**config.mk**
```make
export PLATFORM = sky130hd
export DESIGN_NAME = source_position_tracker
export DESIGN_NICKNAME = d
export VERILOG_FILES = /design/src/rtl/spt_pkg.sv /design/src/rtl/spt_front.sv /design/src/rtl/spt_fifo.sv /design/src/rtl/spt_back.sv /design/src/rtl/source_position_tracker.sv
export SDC_FILE = /design/constraint.sdc
export NUM_CORES = 1
export LEC_CHECK = 0
export ABC_CLOCK_PERIOD_IN_PS = 4200
export BUFFER_PORTS_ARGS = -buffer_cell sky130_fd_sc_hd__buf_2
export CAP_MARGIN = 20
export CELL_PAD_IN_SITES_DETAIL_PLACEMENT = 2
export CELL_PAD_IN_SITES_GLOBAL_PLACEMENT = 2
export CORE_UTILIZATION = 37
export CTS_CLUSTER_DIAMETER = 100
export DETAILED_ROUTE_END_ITERATION = 10
export PLACE_DENSITY = 0.85
export SKIP_LAST_GASP = 1
export SYNTH_ARGS = -nofsm -noshare
export SYNTH_HDL_FRONTEND = slang
export SYNTH_SLANG_ARGS = --single-unit
```
**constraint.sdc**
```tcl
create_clock -name clk -period 4.2 [get_ports clk]
set_input_delay 0 -clock clk [delete_from_list [all_inputs] [get_ports clk]]
set_output_delay 0 -clock clk [all_outputs]
set_load 0.02 [all_outputs]
```
**src/rtl/spt_pkg.sv**
```systemverilog
// Package for the source position tracker: widths, character codes,
// operation codes and the queue head struct.
// No dependencies.
package spt_pkg;

    localparam int LINE_BITS     = 24;
    localparam int COLUMN_BITS   = 16;
    localparam int TAB_BITS      = 7;
    localparam int STEP_BITS     = 4;
    localparam int CFG_DATA_BITS = 7;
    localparam int CFG_IDX_BITS  = 1;
    localparam int FIFO_DEPTH    = 4;
    localparam int FIFO_PTR_BITS = $clog2(FIFO_DEPTH);
    localparam int DIV_CNT_BITS  = $clog2(COLUMN_BITS);

    typedef logic [LINE_BITS-1:0]     line_t;
    typedef logic [COLUMN_BITS-1:0]   col_t;
    typedef logic [TAB_BITS-1:0]      tab_t;
    typedef logic [STEP_BITS-1:0]     step_t;
    typedef logic [DIV_CNT_BITS-1:0]  div_cnt_t;

    localparam line_t    LINE_MAX = '1;
    localparam line_t    LINE_ONE = line_t'(1);
    localparam col_t     COL_MAX  = '1;
    localparam col_t     COL_ONE  = col_t'(1);
    localparam div_cnt_t DIV_LAST = div_cnt_t'(COLUMN_BITS - 1);

    // register indexes on the configuration port
    localparam logic [CFG_IDX_BITS-1:0] REG_TAB_WIDTH = 1'b0;
    localparam logic [CFG_IDX_BITS-1:0] REG_LINE_STEP = 1'b1;

    localparam tab_t  TAB_RESET  = tab_t'(8);
    localparam step_t STEP_RESET = step_t'(1);

    // UTF-8 lead byte masks and patterns
    localparam logic [7:0] UTF8_MASK2 = 8'hE0;
    localparam logic [7:0] UTF8_LEAD2 = 8'hC0;
    localparam logic [7:0] UTF8_MASK3 = 8'hF0;
    localparam logic [7:0] UTF8_LEAD3 = 8'hE0;
    localparam logic [7:0] UTF8_MASK4 = 8'hF8;
    localparam logic [7:0] UTF8_LEAD4 = 8'hF0;

    localparam logic [7:0] CH_BS    = 8'h08;
    localparam logic [7:0] CH_TAB   = 8'h09;
    localparam logic [7:0] CH_LF    = 8'h0A;
    localparam logic [7:0] CH_VT    = 8'h0B;
    localparam logic [7:0] CH_FF    = 8'h0C;
    localparam logic [7:0] CH_CR    = 8'h0D;
    localparam logic [7:0] CH_SPACE = 8'h20;
    localparam logic [7:0] CH_TILDE = 8'h7E;

    typedef enum logic [2:0] {
        OP_NONE,
        OP_ADV,
        OP_CR,
        OP_NL,
        OP_VT,
        OP_TAB,
        OP_BS
    } op_t;

    typedef struct packed {
        logic valid;
        op_t  op;
    } q_head_t;

endpackage

```
**src/rtl/spt_front.sv**
```systemverilog
// Front end: accepts text bytes, tracks pending UTF-8 continuation bytes
// and turns each byte into a position operation. Uses spt_pkg.
module spt_front (
    input  logic           clk,
    input  logic           rst_n,
    input  logic           in_valid,
    output logic           in_ready,
    input  logic [7:0]     text_byte,
    input  logic           q_full,
    output logic           q_push,
    output spt_pkg::op_t   q_op
);
    import spt_pkg::*;

    logic [1:0] pending_reg;
    logic [1:0] pending_next;
    op_t        op;

    always_comb
    begin
        pending_next = pending_reg;
        op           = OP_NONE;
        if (text_byte[7])
        begin
            if (pending_reg != 2'd0)
            begin
                pending_next = pending_reg - 2'd1;
            end
            else
            begin
                op = OP_ADV;
                if ((text_byte & UTF8_MASK2) == UTF8_LEAD2)
                    pending_next = 2'd1;
                else if ((text_byte & UTF8_MASK3) == UTF8_LEAD3)
                    pending_next = 2'd2;
                else if ((text_byte & UTF8_MASK4) == UTF8_LEAD4)
                    pending_next = 2'd3;
                else
                    pending_next = 2'd0;
            end
        end
        else
        begin
            pending_next = 2'd0;
            case (text_byte) inside
                [CH_SPACE:CH_TILDE]: op = OP_ADV;
                CH_CR:               op = OP_CR;
                CH_LF, CH_FF:        op = OP_NL;
                CH_VT:               op = OP_VT;
                CH_TAB:              op = OP_TAB;
                CH_BS:               op = OP_BS;
                default:             op = OP_NONE;
            endcase
        end
    end

    assign in_ready = !q_full;
    assign q_push   = in_valid && !q_full;
    assign q_op     = op;

    always_ff @(posedge clk or negedge rst_n)
    begin
        if (!rst_n)
            pending_reg <= 2'd0;
        else if (q_push)
            pending_reg <= pending_next;
    end

endmodule

```
**src/rtl/spt_fifo.sv**
```systemverilog
// Short operation queue between the front end and the back end.
// Uses spt_pkg.
module spt_fifo (
    input  logic             clk,
    input  logic             rst_n,
    input  logic             push,
    input  spt_pkg::op_t     push_op,
    output logic             full,
    input  logic             pop,
    output spt_pkg::q_head_t head
);
    import spt_pkg::*;

    op_t                      mem_reg [FIFO_DEPTH];
    logic [FIFO_PTR_BITS-1:0] wr_ptr_reg;
    logic [FIFO_PTR_BITS-1:0] rd_ptr_reg;
    logic [FIFO_PTR_BITS:0]   count_reg;
    logic                     do_push;
    logic                     do_pop;

    assign full      = (count_reg == (FIFO_PTR_BITS+1)'(FIFO_DEPTH));
    assign head.valid = (count_reg != '0);
    assign head.op    = mem_reg[rd_ptr_reg];
    assign do_push   = push && !full;
    assign do_pop    = pop && head.valid;

    always_ff @(posedge clk)
    begin
        if (do_push)
            mem_reg[wr_ptr_reg] <= push_op;
    end

    always_ff @(posedge clk or negedge rst_n)
    begin
        if (!rst_n)
        begin
            wr_ptr_reg <= '0;
            rd_ptr_reg <= '0;
            count_reg  <= '0;
        end
        else
        begin
            if (do_push)
                wr_ptr_reg <= wr_ptr_reg + FIFO_PTR_BITS'(1);
            if (do_pop)
                rd_ptr_reg <= rd_ptr_reg + FIFO_PTR_BITS'(1);
            if (do_push && !do_pop)
                count_reg <= count_reg + (FIFO_PTR_BITS+1)'(1);
            else if (do_pop && !do_push)
                count_reg <= count_reg - (FIFO_PTR_BITS+1)'(1);
        end
    end

endmodule

```
**src/rtl/spt_back.sv**
```systemverilog
// Back end: applies queued operations to the line and column counters and
// holds the result register. Tabs use a bit-serial remainder unit.
// Uses spt_pkg.
module spt_back (
    input  logic             clk,
    input  logic             rst_n,
    input  spt_pkg::q_head_t head,
    output logic             pop,
    input  spt_pkg::tab_t    tab_width,
    input  spt_pkg::step_t   line_step,
    output logic             out_valid,
    input  logic             out_ready,
    output spt_pkg::line_t   logical_line,
    output spt_pkg::line_t   physical_line,
    output spt_pkg::col_t    column_number
);
    import spt_pkg::*;

    typedef enum logic [2:0] {
        ST_RUN = 3'b001,
        ST_DIV = 3'b010,
        ST_FIN = 3'b100
    } back_state_t;

    back_state_t state_reg, state_next;
    line_t       line_reg, line_next;
    line_t       phys_reg, phys_next;
    col_t        col_reg, col_next;
    logic        out_valid_reg, out_valid_next;
    tab_t        rem_reg, rem_next;
    col_t        quo_reg, quo_next;
    div_cnt_t    cnt_reg, cnt_next;

    logic                  out_free;
    tab_t                  tab_eff;
    logic [LINE_BITS:0]    line_sum;
    line_t                 line_inc;
    line_t                 phys_inc;
    col_t                  col_inc;
    col_t                  col_dec;
    logic [TAB_BITS:0]     rem_shift;
    logic [TAB_BITS:0]     rem_diff;
    tab_t                  rem_step;
    tab_t                  tab_adv;
    logic [COLUMN_BITS:0]  tab_sum;
    col_t                  col_tab;

    always_comb
    begin
        out_free = !out_valid_reg || out_ready;
        tab_eff  = (tab_width == '0) ? tab_t'(1) : tab_width;

        line_sum = {1'b0, line_reg} + (LINE_BITS+1)'(line_step);
        line_inc = (line_sum > {1'b0, LINE_MAX}) ? LINE_MAX : line_sum[LINE_BITS-1:0];
        phys_inc = (phys_reg == LINE_MAX) ? phys_reg : phys_reg + LINE_ONE;
        col_inc  = (col_reg == COL_MAX) ? col_reg : col_reg + COL_ONE;
        col_dec  = (col_reg > COL_ONE) ? col_reg - COL_ONE : col_reg;

        // restoring remainder step, one dividend bit per cycle
        rem_shift = {rem_reg, quo_reg[COLUMN_BITS-1]};
        rem_diff  = rem_shift - {1'b0, tab_eff};
        rem_step  = (rem_shift >= {1'b0, tab_eff}) ? rem_diff[TAB_BITS-1:0]
                                                    : rem_shift[TAB_BITS-1:0];

        tab_adv = tab_eff - rem_reg;
        tab_sum = {1'b0, col_reg} + (COLUMN_BITS+1)'(tab_adv);
        col_tab = (tab_sum > {1'b0, COL_MAX}) ? COL_MAX : tab_sum[COLUMN_BITS-1:0];
    end

    always_comb
    begin
        state_next     = state_reg;
        line_next      = line_reg;
        phys_next      = phys_reg;
        col_next       = col_reg;
        out_valid_next = out_valid_reg && !out_ready;
        rem_next       = rem_reg;
        quo_next       = quo_reg;
        cnt_next       = cnt_reg;
        pop            = 1'b0;

        case (state_reg)
            ST_RUN:
            begin
                if (head.valid)
                begin
                    if (head.op == OP_TAB)
                    begin
                        pop        = 1'b1;
                        rem_next   = '0;
                        quo_next   = col_reg - COL_ONE;
                        cnt_next   = '0;
                        state_next = ST_DIV;
                    end
                    else if (out_free)
                    begin
                        pop            = 1'b1;
                        out_valid_next = 1'b1;
                        case (head.op)
                            OP_ADV: col_next = col_inc;
                            OP_CR:  col_next = COL_ONE;
                            OP_NL:
                            begin
                                line_next = line_inc;
                                phys_next = phys_inc;
                                col_next  = COL_ONE;
                            end
                            OP_VT:
                            begin
                                line_next = line_inc;
                                phys_next = phys_inc;
                            end
                            OP_BS:  col_next = col_dec;
                            default: ;
                        endcase
                    end
                end
            end
            ST_DIV:
            begin
                rem_next = rem_step;
                quo_next = quo_reg << 1;
                cnt_next = cnt_reg + div_cnt_t'(1);
                if (cnt_reg == DIV_LAST)
                    state_next = ST_FIN;
            end
            ST_FIN:
            begin
                if (out_free)
                begin
                    col_next       = col_tab;
                    out_valid_next = 1'b1;
                    state_next     = ST_RUN;
                end
            end
            default:
                state_next = ST_RUN;
        endcase
    end

    always_ff @(posedge clk or negedge rst_n)
    begin
        if (!rst_n)
        begin
            state_reg     <= ST_RUN;
            line_reg      <= LINE_ONE;
            phys_reg      <= LINE_ONE;
            col_reg       <= COL_ONE;
            out_valid_reg <= 1'b0;
        end
        else
        begin
            state_reg     <= state_next;
            line_reg      <= line_next;
            phys_reg      <= phys_next;
            col_reg       <= col_next;
            out_valid_reg <= out_valid_next;
        end
    end

    always_ff @(posedge clk)
    begin
        rem_reg <= rem_next;
        quo_reg <= quo_next;
        cnt_reg <= cnt_next;
    end

    // counters change only when a result is loaded, so they are the result
    assign out_valid     = out_valid_reg;
    assign logical_line  = line_reg;
    assign physical_line = phys_reg;
    assign column_number = col_reg;

endmodule

```
**src/rtl/source_position_tracker.sv**
```systemverilog
// Top level of the source position tracker: configuration registers,
// front end, operation queue and back end. Uses spt_pkg and spt_* modules.
//
//   channel   direction  handshake            payload
//   in        in         in_valid/in_ready    text_byte
//   out       out        out_valid/out_ready  logical_line, physical_line, column_number
//   cfg       in         cfg_we               cfg_index, cfg_data
//
// One byte per cycle is taken into a 4-entry queue while it is not full; the back end
// retires one byte per cycle while the output is free, except a tab, which runs through the
// one-bit-per-cycle remainder unit. Otherwise a byte passes through the queue and then
// the result register before its result appears.
// Reset returns lines and column to 1, tab width to 8 and line step to 1.
// A stalled output holds the back end; the front keeps filling the queue.
module source_position_tracker (
    input  logic                                 clk,
    input  logic                                 rst_n,
    input  logic                                 in_valid,
    output logic                                 in_ready,
    input  logic [7:0]                           text_byte,
    output logic                                 out_valid,
    input  logic                                 out_ready,
    output logic [spt_pkg::LINE_BITS-1:0]        logical_line,
    output logic [spt_pkg::LINE_BITS-1:0]        physical_line,
    output logic [spt_pkg::COLUMN_BITS-1:0]      column_number,
    input  logic                                 cfg_we,
    input  logic [spt_pkg::CFG_IDX_BITS-1:0]     cfg_index,
    input  logic [spt_pkg::CFG_DATA_BITS-1:0]    cfg_data
);
    import spt_pkg::*;

    tab_t    tab_width_reg;
    step_t   line_step_reg;
    logic    q_full;
    logic    q_push;
    op_t     q_op;
    logic    q_pop;
    q_head_t q_head;

    always_ff @(posedge clk or negedge rst_n)
    begin
        if (!rst_n)
        begin
            tab_width_reg <= TAB_RESET;
            line_step_reg <= STEP_RESET;
        end
        else if (cfg_we)
        begin
            case (cfg_index)
                REG_TAB_WIDTH: tab_width_reg <= cfg_data[TAB_BITS-1:0];
                REG_LINE_STEP: line_step_reg <= cfg_data[STEP_BITS-1:0];
                default: ;
            endcase
        end
    end

    spt_front u_front (
        .clk       (clk),
        .rst_n     (rst_n),
        .in_valid  (in_valid),
        .in_ready  (in_ready),
        .text_byte (text_byte),
        .q_full    (q_full),
        .q_push    (q_push),
        .q_op      (q_op)
    );

    spt_fifo u_fifo (
        .clk     (clk),
        .rst_n   (rst_n),
        .push    (q_push),
        .push_op (q_op),
        .full    (q_full),
        .pop     (q_pop),
        .head    (q_head)
    );

    spt_back u_back (
        .clk           (clk),
        .rst_n         (rst_n),
        .head          (q_head),
        .pop           (q_pop),
        .tab_width     (tab_width_reg),
        .line_step     (line_step_reg),
        .out_valid     (out_valid),
        .out_ready     (out_ready),
        .logical_line  (logical_line),
        .physical_line (physical_line),
        .column_number (column_number)
    );

`ifndef NO_ASSERTIONS
    a_col_nonzero: assert property (@(posedge clk) disable iff (!rst_n)
        column_number != '0)
        else $error("column reached zero");

    a_line_nonzero: assert property (@(posedge clk) disable iff (!rst_n)
        logical_line != '0 && physical_line != '0)
        else $error("line counter reached zero");

    a_phys_moves_with_result: assert property (@(posedge clk) disable iff (!rst_n)
        !$stable(physical_line) |-> out_valid)
        else $error("physical line changed without a result");

    a_col_held_while_stalled: assert property (@(posedge clk) disable iff (!rst_n)
        (out_valid && !out_ready) |=> $stable(column_number))
        else $error("column changed under a stalled result");
`endif

endmodule
```
Yosys cells after proc, flatten, opt, wreduce, memory -nomap -nowiden --
Memories as Yosys holds them, arrays and structs flattened. Cells that the tools add are included.
Word-level totals: flip-flop bits (word level) 115, RAM bits 12, bits of input ports 21, output and inout port bits 66, logic and storage cells 148, memories kept 1
Cells by class: add/sub/neg operators 13, order comparisons 6, equality and inequality tests 31, mux-type cells 51, bitwise logic cells 3, reduce and logical (&&, ||, !) cells 29
Memories:
- u_fifo.mem_reg | words 4, width 3, rd ports 1, clocked after Yosys merged registers in 0, write ports 1, RTL line spt_fifo.sv:14 | op_t mem_reg [FIFO_DEPTH];
Operator list (count):
- $mux 16 | 9
- $pmux 16 s2 | 2
- $eq 8x4->1 const B | 6
- $pmux 16 s3 | 1
- $mux 3 | 13
- $mux 7 | 4
- $add 24x4->25 | 1
- $gt 25x24->1 const B | 1
- $add 24x1->24 const B | 1
- $eq 24x24->1 const B | 1
- $mux 24 | 1
- $eq 3x3->1 const B | 6
- $add 16x7->17 | 1
- $gt 17x16->1 const B | 1
- $add 16x1->16 const B | 1
- $eq 16x16->1 const B | 1
- $gt 16x1->1 const B | 1
- $sub 16x1->16 const B | 1
- $pmux 7 s2 | 1
- $sub 7x7->7 | 2
- $mux 1 | 10
- $mux 2 | 5
- $eq 3x2->1 const B | 3
- $pmux 3 s3 | 1
- 33 further kinds | 59

Depth between registers and ports, before layout --
word-level depth 10, mapped depth 19, gate-level depth less buffers 18

Hierarchy --
Synthesis repeated with hierarchy kept, for this count alone.
Second synthesis, totals: cell total of the unflattened synthesis 806, area, all modules 7927.6 um^2
By module, submodules not included:
- spt_back | times used 1, cells an instance 700, area an instance 6384.9 um^2
- spt_fifo | times used 1, cells an instance 51, area an instance 873.3 um^2
- source_position_tracker | times used 1, cells an instance 25, area an instance 456.7 um^2
- spt_front | times used 1, cells an instance 30, area an instance 212.7 um^2

Worst setup path after synthesis --
Ideal clock, no wire load.
path type register to register, start point register tab_width_reg[3], end point register u_back.col_reg[9], in the netlist u_back.column_number[9], library setup time 121 ps, arrival 3422 ps, required time 4079 ps, setup slack 656 ps, stages on the path, launching flop included 19, buffers on the path 1, clock period less this slack 3544 ps, cell sequence dfstp_2 > nor2_1 > a31o_2 > inv_1 > ha_1 > inv_1 > fa_1 > a21o_1 > a21oi_1 > o21bai_1 > a21oi_1 > xnor2_1 > ha_1 > or4_1 > and3_1 > clkbuf_1 > a21oi_1 > nor2_1 > o22a_1
Between the ends: word-level cells in the longest chain between the ends 8
Ends and longest elaborated chain:
- start, declared | RTL line source_position_tracker.sv:32 | tab_t tab_width_reg;
- start signal, assigned | RTL line source_position_tracker.sv:50 | REG_TAB_WIDTH: tab_width_reg <= cfg_data[TAB_BITS-1:0];
- $logic_not 7->1 | RTL line spt_back.sv:51 | tab_eff = (tab_width == '0) ? tab_t'(1) : tab_width;
- $mux 7 (*) | RTL line spt_back.sv:51
- $sub 7x7->7 (*) | RTL line spt_back.sv:65 | tab_adv = tab_eff - rem_reg;
- $add 16x7->17 (*) | RTL line spt_back.sv:66 | tab_sum = {1'b0, col_reg} + (COLUMN_BITS+1)'(tab_adv);
- $gt 17x16->1 | RTL line spt_back.sv:67 | col_tab = (tab_sum > {1'b0, COL_MAX}) ? COL_MAX : tab_sum[COLUMN_BITS-1:0];
- $mux 16 (*) | RTL line spt_back.sv:67
- $mux 16 (*) | RTL line spt_back.sv:129 | if (out_free)
- $pmux 16 s2 (*) | RTL line spt_back.sv:82 | case (state_reg)
- end signal, assigned | RTL line spt_back.sv:156 | col_reg <= col_next;
- end, declared | RTL line spt_back.sv:28 | col_t col_reg, col_next;
Mark *: on every way between the ends. The rest lies on a longest branch, timed or not. The select of a mux whose other input is x is not followed. A chain may end at the register's enable or synchronous reset.

Worst setup path after layout --
Ends and elaborated chain as after synthesis.

==> metrics.txt <==
status complete, no violations; Final Power between 6 and 7 mW; Comb pwr share 0.466; WP data required 4.52 ns; worst-path fanout max 7; VDD IR-drop max approximately 0.00043 V; sw power roughly 3.2 mW; clock transition at the registers of the reported paths 0.07 ns; RR Startpoint tab_width_reg[3]; crit path DAT 4.32 ns; max_slew headroom 0.407; total track usage 0.286; Core Region about 0.020 sq mm; gr ovfl total 0; Via density about 6.0; global-route wire length before repair 47.2 mm; area share of the largest cell type after synthesis 0.263; Int Pwr ~3.7 mW; sw frac 0.467; Routed WL 29.7 mm; share of layout cells above drive strength 1 0.177; initial antenna violation count 0; total negative slack 0 ns; die area around 0.022 sq mm; Vias about 7.1k; unrepaired setup endpoints after global routing no; row count between 50 and 60; Pwr Density approximately 750 mW/mm^2; Cell Area, Synth around 0.0078 sq mm; # nets final between 900 and 1k; Reg2Reg Setup Slack roughly 0.19 ns; most common cell after layout, fill and taps aside buf_2; largest net degree at the start of global routing 61; Mapped Avg Cell Area between 9 and 10 sq um; synth unique cells 73; die height roughly 150 um; Final Skew roughly 0.012 ns; Fin. Hold Viols 0; I/O Buffers between 80 and 90; HP Class input pin to flip-flop; Root Buffer clkbuf_16; clock sinks 127; total CTS buffers 17; FF+latch count, synth about 130; Clk pwr share 0.222; TritonRoute pass-1 iters 5; Final Max Slew Viols 0; EDFF count, synth 39; Finished Layout Cells 1194; Leak Pwr 4.06 nW; sequential power share 0.311; YS warnings 0; hpwl dp ~18 mm; num ports 87; min cycle time layout between 4 and 5 ns; Max Freq 249 MHz; Detailed Route Iter0 Violations between 300 and 400; Clock Path Buffers 2; slew of the pin with the lowest slew margin slightly below 0.9 ns; insertion delay to the later sink of the worst-skew pair about 0.44 ns; CP Class flip-flop to flip-flop; register area share after synthesis 0.433; vias in the first global route about 7.9k; Syn Inst Count a little over 800; WL per Instance roughly 25 um; initial core utilization 0.382; Max Cap Violations 0; H-tree depth 4; CTS tree done; CP startpoint kind flip-flop; Reg-to-Reg End u_back.column_number[9]; Async SR Flop Fraction 0.693; area grow syn2layout 18.5%; die width about 150 um; final hold slack ~0.069 ns; ys flop type dfrtp_1; DRC 0; CP Capture Type flip-flop; CP Launch Point tab_width_reg[3]; placed insts 1146; top area cells in the synthesized netlist dfrtp_1 26%, edfxtp_1 15%, ha_1 5.5%; most frequent cells in the layout 85 x buf_2, 83 x nand2_1, 82 x dfrtp_1, 63 x nor2_1, 56 x o21ai_0; fin crit share 0.954; setup violators final 0; Diodes inserted 0; crit path capture u_back.column_number[9]; cell taking the most area after synthesis dfrtp_1; antenna-violating nets left 0; global placement routability congestion just under 0.8; Worst Reg2Reg Path Length in Cells 17; Syn Nets roughly 880; Post CTS Setup Buffer Count 0
## Yosys cell counts (all sizes together), types with 22 or more instances
cell,instances
xor2,22
nand2,84
nor2,64
clkbuf,29
dfrtp,82
a21oi,44
ha,34
nand3,37
o21ai,59
inv,34
edfxtp,39
xnor2,45
and3,24
## repair_timing
action	4_1_cts	5_1_grt
endpoints found under the hold margin	73	0
gates resized for setup	0	5
endpoints found under the setup margin	0	8
hold buffers	15	0
## power groups by stage
| stage | combinational, mW | sequential [mW] | clock (mW) |
|---|---|---|---|
| 4_1_cts | 3.10 | 2.12 | 1.52 |
| 5_1_grt | 3.48 | 2.19 | 1.59 |
| 6_report | 3.22 | 2.15 | 1.54 |
| 3_3_place_gp | 2.80 | 2.11 | 0 |
| 3_5_place_dp | 2.97 | 2.14 | 0 |
| 2_1_floorplan | 2.13 | 2.00 | 0 |
## layer usage
metal	wire length, um	GRT usage	vias up
met4	988	0.126	0
met3	1090	0.0460	66
met1	12200	0.343	3718
met2	15500	0.503	201
met5	0	0	-
li1	-	-	3163
## cells by family (layout without fill, tap and decap cells)
| family | count (synthesis) | count (layout) | synth area share |
|---|---|---|---|
| AND/OR/NAND/NOR | 305 | 305 | 0.202 |
| AO/OA/AOI/OAI | 191 | 191 | 0.159 |
| flip-flops | 127 | 127 | 0.433 |
| buffers and inverters | 76 | 181 | 0.0393 |
| XOR/XNOR | 67 | 67 | 0.0752 |
| adder cells (fa/ha/maj) | 39 | 39 | 0.0674 |
| multiplexers | 14 | 14 | 0.0239 |
## cell type report
| cell class | instances | area [sq um] |
|---|---|---|
| clock buffer | 19 | 454 |
| clock inverter | 13 | 125 |
| fill | 2200 | 11200 |
| inverter | 34 | 128 |
| multi-input combinational | 616 | 4130 |
| sequential | 127 | 3380 |
| tap | 270 | 338 |
| timing repair buffer | 115 | 688 |
## how the worst min path moves through the flow
stage	slack [ns]	endpoint	cells past startpoint	startpoint
floorplan	-0.30	line_step_reg[1]	0	rst_n
global placement	0.14	u_back.logical_line[6]	1	rst_n
detailed placement	0.15	u_back.logical_line[5]	1	rst_n
CTS	0.04	line_step_reg[3]	3	cfg_index
global route	0.08	u_fifo.mem_reg[0][2]	2	in_valid
finish	0.07	line_step_reg[3]	3	cfg_we
## worst max-delay path, cell delays in order (launching register included)
cell and delay (ns):
dfstp_2 0.57, nor2_1 0.06, a31o_2 0.24, inv_1 0.09
ha_1 0.15, inv_1 0.06, fa_1 0.41, a21o_1 0.20
a21oi_2 0.19, o21bai_1 0.08, a21oi_1 0.20, xnor2_1 0.11
ha_1 0.26, or4_1 0.54, and3_1 0.27, a21oi_1 0.19
nor2_1 0.06, o22a_1 0.20
## through the flow
step | instance area, sq um | util | worst slack, ns
6_report | 9240 | 0.452 | 0.191
5_1_grt | 9240 | 0.452 | 0.0441
3_3_place_gp | 8490 | 0.416 | 0.469
4_1_cts | 9220 | 0.451 | 0.146
3_5_place_dp | 8490 | 0.416 | 0.278
2_1_floorplan | 7800 | - | 0.656
No activity file was read; power rests on OpenSTA's default activity.
